### src/hw/rtl/efsd_pkg.sv
`timescale 1ns / 1ps

package efsd_pkg;

    localparam int MAX_SERVERS_DEF = 32;
    localparam int CFG_W           = 6;
    localparam int TIME_W          = 32;
    localparam int SVC_W           = 16;
    localparam int SUM_W           = 48;
    localparam int JOB_W           = 16;
    localparam int IDX_OUT_W       = 5;

    // sequencer steps
    typedef enum logic [2:0] {
        ST_WAIT,
        ST_RD0,
        ST_LOAD,
        ST_CMP,
        ST_CALC,
        ST_COMMIT
    } step_t;

    // branch conditions
    typedef enum logic [2:0] {
        C_NONE,
        C_NO_INPUT,
        C_SCAN_MORE,
        C_SCAN_DONE,
        C_OUT_BUSY
    } cond_t;

    typedef struct packed {
        logic  accept;     // input channel ready
        logic  rd_zero;    // read entry 0, scan pointer to 1
        logic  rd_scan;    // read entry at scan pointer, advance
        logic  load_best;  // best <= read data
        logic  cmp_best;   // best <= read data if earlier
        logic  calc;       // start and wait
        logic  commit;     // write back, totals, result
        cond_t cond;
        step_t tgt_true;
        step_t tgt_false;
    } ctl_t;

    typedef struct packed {
        logic in_valid;
        logic scan_more;
        logic out_busy;
    } stat_t;

    // control store
    function automatic ctl_t ucode(input step_t step);
        ctl_t w;
        w = '{accept: 1'b0, rd_zero: 1'b0, rd_scan: 1'b0, load_best: 1'b0,
              cmp_best: 1'b0, calc: 1'b0, commit: 1'b0, cond: C_NONE,
              tgt_true: ST_WAIT, tgt_false: ST_WAIT};
        case (step)
            ST_WAIT: begin
                w.accept    = 1'b1;
                w.cond      = C_NO_INPUT;
                w.tgt_true  = ST_WAIT;
                w.tgt_false = ST_RD0;
            end
            ST_RD0: begin
                w.rd_zero   = 1'b1;
                w.tgt_false = ST_LOAD;
            end
            ST_LOAD: begin
                w.load_best = 1'b1;
                w.rd_scan   = 1'b1;
                w.cond      = C_SCAN_DONE;
                w.tgt_true  = ST_CALC;
                w.tgt_false = ST_CMP;
            end
            ST_CMP: begin
                w.cmp_best  = 1'b1;
                w.rd_scan   = 1'b1;
                w.cond      = C_SCAN_MORE;
                w.tgt_true  = ST_CMP;
                w.tgt_false = ST_CALC;
            end
            ST_CALC: begin
                w.calc      = 1'b1;
                w.tgt_false = ST_COMMIT;
            end
            ST_COMMIT: begin
                w.commit    = 1'b1;
                w.cond      = C_OUT_BUSY;
                w.tgt_true  = ST_COMMIT;
                w.tgt_false = ST_WAIT;
            end
            default: begin
                w.tgt_false = ST_WAIT;
            end
        endcase
        return w;
    endfunction

endpackage

### src/hw/rtl/efsd_useq.sv
`timescale 1ns / 1ps

module efsd_useq
    import efsd_pkg::*;
(
    input  logic  aclk,
    input  logic  aresetn,
    input  stat_t stat,
    output ctl_t  ctl
);

    step_t step_reg, step_next;
    logic  taken;

    always_ff @(posedge aclk) begin
        if (!aresetn) begin
            step_reg <= ST_WAIT;
        end else begin
            step_reg <= step_next;
        end
    end

    always_comb begin
        ctl = ucode(step_reg);
        case (ctl.cond)
            C_NONE:      taken = 1'b0;
            C_NO_INPUT:  taken = !stat.in_valid;
            C_SCAN_MORE: taken = stat.scan_more;
            C_SCAN_DONE: taken = !stat.scan_more;
            C_OUT_BUSY:  taken = stat.out_busy;
            default:     taken = 1'b0;
        endcase
        step_next = taken ? ctl.tgt_true : ctl.tgt_false;
    end

endmodule

### src/hw/rtl/efsd_free_mem.sv
`timescale 1ns / 1ps

module efsd_free_mem
    import efsd_pkg::*;
#(
    parameter int MAX_SERVERS = MAX_SERVERS_DEF,
    localparam int IDX_W = (MAX_SERVERS > 1) ? $clog2(MAX_SERVERS) : 1
) (
    input  logic              aclk,
    input  logic              aresetn,
    input  logic              clr,
    input  logic              rd_en,
    input  logic [IDX_W-1:0]  rd_addr,
    output logic [TIME_W-1:0] rd_data,
    input  logic              wr_en,
    input  logic [IDX_W-1:0]  wr_addr,
    input  logic [TIME_W-1:0] wr_data
);

    logic [TIME_W-1:0]      mem [MAX_SERVERS];
    logic [MAX_SERVERS-1:0] valid_reg;
    logic [TIME_W-1:0]      rd_data_reg;

    // entry not yet written in this batch reads as zero
    always_ff @(posedge aclk) begin
        if (!aresetn) begin
            valid_reg <= '0;
        end else if (clr) begin
            valid_reg <= '0;
        end else if (wr_en) begin
            valid_reg[wr_addr] <= 1'b1;
        end
    end

    always_ff @(posedge aclk) begin
        if (wr_en) begin
            mem[wr_addr] <= wr_data;
        end
    end

    always_ff @(posedge aclk) begin
        if (rd_en) begin
            rd_data_reg <= valid_reg[rd_addr] ? mem[rd_addr] : '0;
        end
    end

    assign rd_data = rd_data_reg;

endmodule

### src/hw/rtl/efsd_datapath.sv
`timescale 1ns / 1ps

module efsd_datapath
    import efsd_pkg::*;
#(
    parameter int MAX_SERVERS = MAX_SERVERS_DEF,
    localparam int IDX_W = (MAX_SERVERS > 1) ? $clog2(MAX_SERVERS) : 1,
    localparam int NS_W  = $clog2(MAX_SERVERS + 1)
) (
    input  logic                 aclk,
    input  logic                 aresetn,
    input  ctl_t                 ctl,
    output stat_t                stat,
    input  logic [NS_W-1:0]      n_servers,
    input  logic                 s_valid,
    input  logic [TIME_W-1:0]    s_arrival_time,
    input  logic [SVC_W-1:0]     s_service_time,
    input  logic                 s_batch_start,
    output logic                 m_valid,
    input  logic                 m_ready,
    output logic [IDX_OUT_W-1:0] m_server_index,
    output logic [TIME_W-1:0]    m_start_time,
    output logic [TIME_W-1:0]    m_wait_time,
    output logic [SUM_W-1:0]     m_total_wait,
    output logic [JOB_W-1:0]     m_jobs_served
);

    logic                 accept;
    logic                 out_busy;
    logic                 fire;
    logic                 scan_more;

    logic [TIME_W-1:0]    arr_reg;
    logic [SVC_W-1:0]     svc_reg;
    logic [NS_W-1:0]      scan_ptr_reg;
    logic [IDX_W-1:0]     rd_addr_reg;
    logic [TIME_W-1:0]    best_val_reg;
    logic [IDX_W-1:0]     best_idx_reg;
    logic [TIME_W-1:0]    start_reg;
    logic [TIME_W-1:0]    wait_reg;
    logic [SUM_W-1:0]     sum_reg, sum_next;
    logic [JOB_W-1:0]     cnt_reg, cnt_next;
    logic                 m_valid_reg;
    logic [IDX_OUT_W-1:0] idx_out_reg;
    logic [TIME_W-1:0]    start_out_reg;
    logic [TIME_W-1:0]    wait_out_reg;
    logic [SUM_W-1:0]     sum_out_reg;
    logic [JOB_W-1:0]     cnt_out_reg;

    logic                 mem_rd_en;
    logic [IDX_W-1:0]     mem_rd_addr;
    logic [TIME_W-1:0]    mem_rd_data;
    logic [TIME_W-1:0]    finish;
    logic [TIME_W:0]      finish_wide;
    logic [SUM_W:0]       sum_wide;
    logic [IDX_W+IDX_OUT_W-1:0] idx_ext;

    assign accept    = ctl.accept && s_valid;
    assign out_busy  = m_valid_reg && !m_ready;
    assign fire      = ctl.commit && !out_busy;
    assign scan_more = scan_ptr_reg < n_servers;

    assign stat = '{in_valid: s_valid, scan_more: scan_more, out_busy: out_busy};

    assign mem_rd_en   = ctl.rd_zero || (ctl.rd_scan && scan_more);
    assign mem_rd_addr = ctl.rd_zero ? '0 : scan_ptr_reg[IDX_W-1:0];

    efsd_free_mem #(
        .MAX_SERVERS(MAX_SERVERS)
    ) u_mem (
        .aclk    (aclk),
        .aresetn (aresetn),
        .clr     (accept && s_batch_start),
        .rd_en   (mem_rd_en),
        .rd_addr (mem_rd_addr),
        .rd_data (mem_rd_data),
        .wr_en   (fire),
        .wr_addr (best_idx_reg),
        .wr_data (finish)
    );

    // saturating arithmetic for write-back and totals
    always_comb begin
        finish_wide = {1'b0, start_reg} + {{(TIME_W + 1 - SVC_W){1'b0}}, svc_reg};
        finish      = finish_wide[TIME_W] ? '1 : finish_wide[TIME_W-1:0];
        sum_wide    = {1'b0, sum_reg} + {{(SUM_W + 1 - TIME_W){1'b0}}, wait_reg};
        sum_next    = sum_wide[SUM_W] ? '1 : sum_wide[SUM_W-1:0];
        cnt_next    = (cnt_reg == '1) ? cnt_reg : cnt_reg + 1'b1;
        idx_ext     = {{IDX_OUT_W{1'b0}}, best_idx_reg};
    end

    always_ff @(posedge aclk) begin
        if (accept) begin
            arr_reg <= s_arrival_time;
            svc_reg <= s_service_time;
        end
        if (ctl.rd_zero) begin
            scan_ptr_reg <= NS_W'(1);
            rd_addr_reg  <= '0;
        end else if (ctl.rd_scan && scan_more) begin
            scan_ptr_reg <= scan_ptr_reg + 1'b1;
            rd_addr_reg  <= scan_ptr_reg[IDX_W-1:0];
        end
        if (ctl.load_best || (ctl.cmp_best && (mem_rd_data < best_val_reg))) begin
            best_val_reg <= mem_rd_data;
            best_idx_reg <= rd_addr_reg;
        end
        if (ctl.calc) begin
            if (best_val_reg > arr_reg) begin
                start_reg <= best_val_reg;
                wait_reg  <= best_val_reg - arr_reg;
            end else begin
                start_reg <= arr_reg;
                wait_reg  <= '0;
            end
        end
        if (fire) begin
            idx_out_reg   <= idx_ext[IDX_OUT_W-1:0];
            start_out_reg <= start_reg;
            wait_out_reg  <= wait_reg;
            sum_out_reg   <= sum_next;
            cnt_out_reg   <= cnt_next;
        end
    end

    always_ff @(posedge aclk) begin
        if (!aresetn) begin
            sum_reg     <= '0;
            cnt_reg     <= '0;
            m_valid_reg <= 1'b0;
        end else begin
            if (accept && s_batch_start) begin
                sum_reg <= '0;
                cnt_reg <= '0;
            end else if (fire) begin
                sum_reg <= sum_next;
                cnt_reg <= cnt_next;
            end
            if (fire) begin
                m_valid_reg <= 1'b1;
            end else if (m_ready) begin
                m_valid_reg <= 1'b0;
            end
        end
    end

    assign m_valid        = m_valid_reg;
    assign m_server_index = idx_out_reg;
    assign m_start_time   = start_out_reg;
    assign m_wait_time    = wait_out_reg;
    assign m_total_wait   = sum_out_reg;
    assign m_jobs_served  = cnt_out_reg;

endmodule

### src/hw/rtl/earliest_free_server_dispatch_unit.sv
`timescale 1ns / 1ps

// Channel  | Dir | Handshake           | Payload
// ---------+-----+---------------------+------------------------------------------------
// s_       | in  | s_valid / s_ready   | arrival_time, service_time, batch_start
// m_       | out | m_valid / m_ready   | server_index, start_time, wait_time,
//          |     |                     | total_wait, jobs_served
// cfg_     | in  | cfg_valid/cfg_ready | cfg_wdata = server_count
//
// An item's result is registered at write-back, after the scan of the n servers in
// use (1..MAX_SERVERS); a new item is taken only once the sequencer is back in its
// wait step, after write-back of the last one: the microcoded scan reads one free time per cycle
// from the single read port of the free-time store and compares it with the best.
// Reset (aresetn low, synchronous) clears all free times, totals and the step
// counter at once; server_count returns to 1.
// The result sits in an output register, so a stalled m_ready does not hold off
// the next item: the sequencer only waits at write-back if the previous result
// has still not been taken.

module earliest_free_server_dispatch_unit
    import efsd_pkg::*;
#(
    parameter int MAX_SERVERS = MAX_SERVERS_DEF
) (
    input  logic                 aclk,
    input  logic                 aresetn,

    input  logic                 cfg_valid,
    output logic                 cfg_ready,
    input  logic [CFG_W-1:0]     cfg_wdata,

    input  logic                 s_valid,
    output logic                 s_ready,
    input  logic [TIME_W-1:0]    s_arrival_time,
    input  logic [SVC_W-1:0]     s_service_time,
    input  logic                 s_batch_start,

    output logic                 m_valid,
    input  logic                 m_ready,
    output logic [IDX_OUT_W-1:0] m_server_index,
    output logic [TIME_W-1:0]    m_start_time,
    output logic [TIME_W-1:0]    m_wait_time,
    output logic [SUM_W-1:0]     m_total_wait,
    output logic [JOB_W-1:0]     m_jobs_served
);

    localparam int NS_W = $clog2(MAX_SERVERS + 1);

    logic [CFG_W-1:0] srv_cnt_reg;
    logic [NS_W-1:0]  n_servers;
    ctl_t             ctl;
    stat_t            stat;

    // server_count register; always ready; it is to be written only while idle, which the block itself does not enforce
    assign cfg_ready = 1'b1;

    always_ff @(posedge aclk) begin
        if (!aresetn) begin
            srv_cnt_reg <= CFG_W'(1);
        end else if (cfg_valid) begin
            srv_cnt_reg <= cfg_wdata;
        end
    end

    // zero means one server; anything above the store depth is clipped to it
    always_comb begin
        if (srv_cnt_reg == '0) begin
            n_servers = NS_W'(1);
        end else if (32'(srv_cnt_reg) > 32'(MAX_SERVERS)) begin
            n_servers = NS_W'(MAX_SERVERS);
        end else begin
            n_servers = NS_W'(srv_cnt_reg);
        end
    end

    assign s_ready = ctl.accept;

    // control store and step counter
    efsd_useq u_useq (
        .aclk    (aclk),
        .aresetn (aresetn),
        .stat    (stat),
        .ctl     (ctl)
    );

    // scan, start/wait, write-back, totals and result register
    efsd_datapath #(
        .MAX_SERVERS(MAX_SERVERS)
    ) u_dp (
        .aclk           (aclk),
        .aresetn        (aresetn),
        .ctl            (ctl),
        .stat           (stat),
        .n_servers      (n_servers),
        .s_valid        (s_valid),
        .s_arrival_time (s_arrival_time),
        .s_service_time (s_service_time),
        .s_batch_start  (s_batch_start),
        .m_valid        (m_valid),
        .m_ready        (m_ready),
        .m_server_index (m_server_index),
        .m_start_time   (m_start_time),
        .m_wait_time    (m_wait_time),
        .m_total_wait   (m_total_wait),
        .m_jobs_served  (m_jobs_served)
    );

endmodule
### config.mk
export PLATFORM = sky130hd
export DESIGN_NAME = earliest_free_server_dispatch_unit
export DESIGN_NICKNAME = d
export VERILOG_FILES = /design/src/hw/rtl/efsd_pkg.sv /design/src/hw/rtl/efsd_useq.sv /design/src/hw/rtl/efsd_free_mem.sv /design/src/hw/rtl/efsd_datapath.sv /design/src/hw/rtl/earliest_free_server_dispatch_unit.sv
export SDC_FILE = /design/constraint.sdc
export NUM_CORES = 2
export LEC_CHECK = 0
export ABC_AREA = 1
export BUFFER_PORTS_ARGS = -buffer_cell sky130_fd_sc_hd__buf_2
export CAP_MARGIN = 20
export CORE_ASPECT_RATIO = 0.9
export CORE_UTILIZATION = 58
export CTS_BUF_LIST = sky130_fd_sc_hd__clkbuf_8
export DETAILED_ROUTE_END_ITERATION = 12
export PLACE_DENSITY = 0.76
export SYNTH_ARGS = -nofsm -noshare
export SYNTH_HDL_FRONTEND = slang
export SYNTH_SLANG_ARGS = --single-unit
### constraint.sdc
create_clock -name aclk -period 11.1 [get_ports aclk]
set_input_delay 1.11 -clock aclk [delete_from_list [all_inputs] [get_ports aclk]]
set_output_delay 1.11 -clock aclk [all_outputs]
set_load 0.02 [all_outputs]
==> results.md <==
- The leakage power summed over all cells is 27.2 nW.
- The most instantiated flip-flop cell in the synthesis netlist is sky130_fd_sc_hd__edfxtp_1.
- The post-route setup TNS is 0 ns.
- In the final layout, flip-flops and latches occupy 42500 um^2.
- The number of buffers created by CTS is 216.
- The total wire length is 181000 um.
- The critical path start-end classification is reg2reg.
- The initial core utilization is 58.7%.
- Counting every instance in the synthesized netlist gives 5871.
- TritonCTS built the clock tree.
- In this run the worst path has a maximum fanout of 117.
- Using the TritonRoute via totals, the vias-per-cell ratio works out to 5.97.
- The number of hold violations in the final report is 0.
- Between clock sinks in the finished design, the worst skew comes to 0.0831 ns.
- The number of setup buffers added after CTS is 0.
- The first global-routing pass estimated 269000 um of wire.
- The number of global-route vias before repair is 43575.
- The critical path data required time is 11.89 ns.
- The worst path uses 40.5% of the clock period.
- Compared with the post-synthesis result, the final layout area differs by 10.5%.
- The aggregate global routing overflow is 0.
- The I/O pin count is 196.
- Across all setup checks in the final design, the least slack found is 6.61 ns.
- The maximum clock insertion buffer count is 3.
- The final core utilization is 64.9%.
- Of the post-synthesis cell area, the dominant cell type holds 62.3%.
- The first-pass iteration count of the detailed router is 6.
- The floorplan step set the die width to 353 um.
- The count of nets left with antenna violations once routing finished came out at 0.
- In the layout the commonest cells are sky130_fd_sc_hd__edfxtp_1, sky130_fd_sc_hd__nand2_1, sky130_fd_sc_hd__nor2_1.
- The die covers 113000 um^2.
- The core footprint is 110000 um^2.
- Summing all multi-input logic gate instances after layout gives 18600 um^2.
- The sort of element at the start of the critical path is a flop.
- After clock tree synthesis, the clock-pin slew on the worst setup and hold paths is 0.06 ns.
- The number of unique standard cell types used by synthesis is 52.
- The root buffer cell is sky130_fd_sc_hd__clkbuf_8.
- At the placement stage, the worst setup path has a slack of 6.71 ns.
- The power density over the cells is 258 nW/um^2.
- The number of rows in the core area is 115.
- During synthesis, Yosys emitted a total of 0 warnings.
- Dividing the detail-routed wire length by the instance count gives 23.4 um.
- The share of synthesized registers carrying an async set or reset is 0%.
- In this run, synthesis produced a sequential element count of 1455.
- For this run, the top clock speed supported by timing is 223 MHz.
- The number of max-capacitance violations reported is 0.
- The element type at the critical path end is a flop.
- For this run, the register share of the synthesized area comes to 65.9%.
- The time the worst path needs with I/O delays and setup is 4.49 ns.
- The post-cts repair resize count is 0.
- Entering global routing, the biggest net connects 251 pins.
- The synthesized netlist net count is 6052.
- The worst endpoint data arrival time is 5.28 ns.
- The total of hold buffers inserted after clock tree synthesis is 0.
- The H-tree generated during clock tree synthesis spans 4 levels.
- The worst min-delay path class is in2reg.
- The overall global routing resource usage is 32.0%.
- For this run, the post-layout net count is 6279.
- The violation count after the first detailed-routing iteration is 6267.
- Yosys attributes the largest share of cell area to sky130_fd_sc_hd__edfxtp_1, sky130_fd_sc_hd__nand2_1, sky130_fd_sc_hd__nor2_1.
- The library cell used most frequently in the layout, excluding fill and tap cells, is sky130_fd_sc_hd__edfxtp_1.
- The final-report max-slew violation count is 0.
- The overall power is 18.4 mW.
- The maximum resistive drop on vdd is 0.000314 V.
- The actual slew at the worst max-slew pin is 1.14 ns.
- The layout filler cell count is 8218.
- The clock latency at the later pin of the worst-skew pair is 1.00 ns.
- Counting every sink on the clock net gives 1455.
- The total via count after detailed routing is 46208.
- The HPWL after detailed placement is 108000 um.
- The register with the most flip-flops in the layout has 1024 of them.
- The synthesized design spends more area on one cell type than any other, namely sky130_fd_sc_hd__edfxtp_1.
- The number of antenna violations at the first check in global routing came to 2.
- The cell area that synthesis handed to floorplanning was 64500 um^2.
- The proportion of layout cells with a drive suffix above 1 is 11.8%.
- Headroom to the max-slew limit came out at 24.1%.
- The count of flip-flops with a built-in enable after synthesis is 1338.
- After detailed routing, the number of remaining DRC violations is 0.
- The run finished with clean final reports.
- The final weighted congestion in routability-driven placement is 0.970.
- The floorplan step set the die height to 318 um.
- The port buffer count is 194.
- The average cell area after synthesis is 11.0 um^2.
- The setup-violating endpoint count in the final report is 0.
- Setup repair after global routing left no endpoint under its margin.
==> critical path: stages, from the launching register on <==
cell and delay (ns):
sky130_fd_sc_hd__dfxtp_4 0.79, sky130_fd_sc_hd__nand2_8 0.46, sky130_fd_sc_hd__inv_4 0.55, sky130_fd_sc_hd__buf_4 0.82, sky130_fd_sc_hd__buf_4 0.74, sky130_fd_sc_hd__o211ai_1 0.18, sky130_fd_sc_hd__nand3_1 0.12, sky130_fd_sc_hd__nand3_1 0.13
sky130_fd_sc_hd__nand3_1 0.15, sky130_fd_sc_hd__nand2_1 0.06, sky130_fd_sc_hd__nor2_1 0.09
==> cells in the mapped netlist (all sizes together), types with 36 or more instances <==
library cell     n
a21oi          142
buf            202
clkbuf          71
dfxtp          117
edfxtp        1338
ha             118
inv            579
nand2          836
nand3          567
nand4           36
nor2           828
o211ai         369
o21ai          365
or2            145
xor2            42
==> final cells by class <==
class,instances,share of cell area (%)
tap,1462,2.57
clock buffer,226,4.37
inverter,579,3.06
timing repair buffer,282,2.61
clock inverter,169,1.52
multi-input combinational,3564,26.2
antenna,3,0.0105
sequential,1455,59.7
==> stage by stage <==
step	area, um^2	instances	hold slack [ns]
global placement	66700	7327	0.411
global route	71200	7739	0.285
CTS	71000	7726	0.268
finish	71200	7740	0.344
floorplan	64500	5871	0.409
detailed placement	66800	7331	0.425
==> logic make-up (layout without fill, tap and decap cells) <==
logic type	Yosys count	in the layout	share of synthesized area, %
other	1	4	0.00582
adders and majority gates	121	121	2.38
and+or+nand+nor	2458	2458	16.3
DFF	1455	1455	65.9
xor gates and xnor gates	56	56	0.761
AOI/OAI and AO/OA	927	927	8.89
buffers and inverters	852	1256	5.66
muxes	1	1	0.0175
==> where the power goes <==
| part | switching, mW | total [mW] | internal (mW) | leakage, nW |
|---|---|---|---|---|
| registers | 0.446 | 7.78 | 7.33 | 13.1 |
| logic | 4.57 | 6.38 | 1.82 | 11.7 |
| clock network | 2.14 | 4.24 | 2.10 | 2.41 |
==> layer usage <==
metal  vias up  routed length, um  global-route usage, %
li1      20986                  -                      -
met1     21940              70200                   44.5
met2      2832              83700                   49.9
met3       450              20600                   6.10
met4         0               6880                   13.1
met5         -                  0                      0
==> worst paths after layout <==
kind                            depth (start not counted)                      to                 start  slack, ns
worst max-delay path                                   10  u_dp.u_mem.rd_data[14]  u_dp.scan_ptr_reg[0]       6.61
worst min-delay path                                    1        u_dp.arr_reg[20]    s_arrival_time[20]       0.34
worst max register to register                         10  u_dp.u_mem.rd_data[14]  u_dp.scan_ptr_reg[0]       6.61
worst min register to register                          0    u_dp.best_idx_reg[0]   u_dp.rd_addr_reg[0]       0.43
Note: power is estimated with default switching activity, not from simulation.
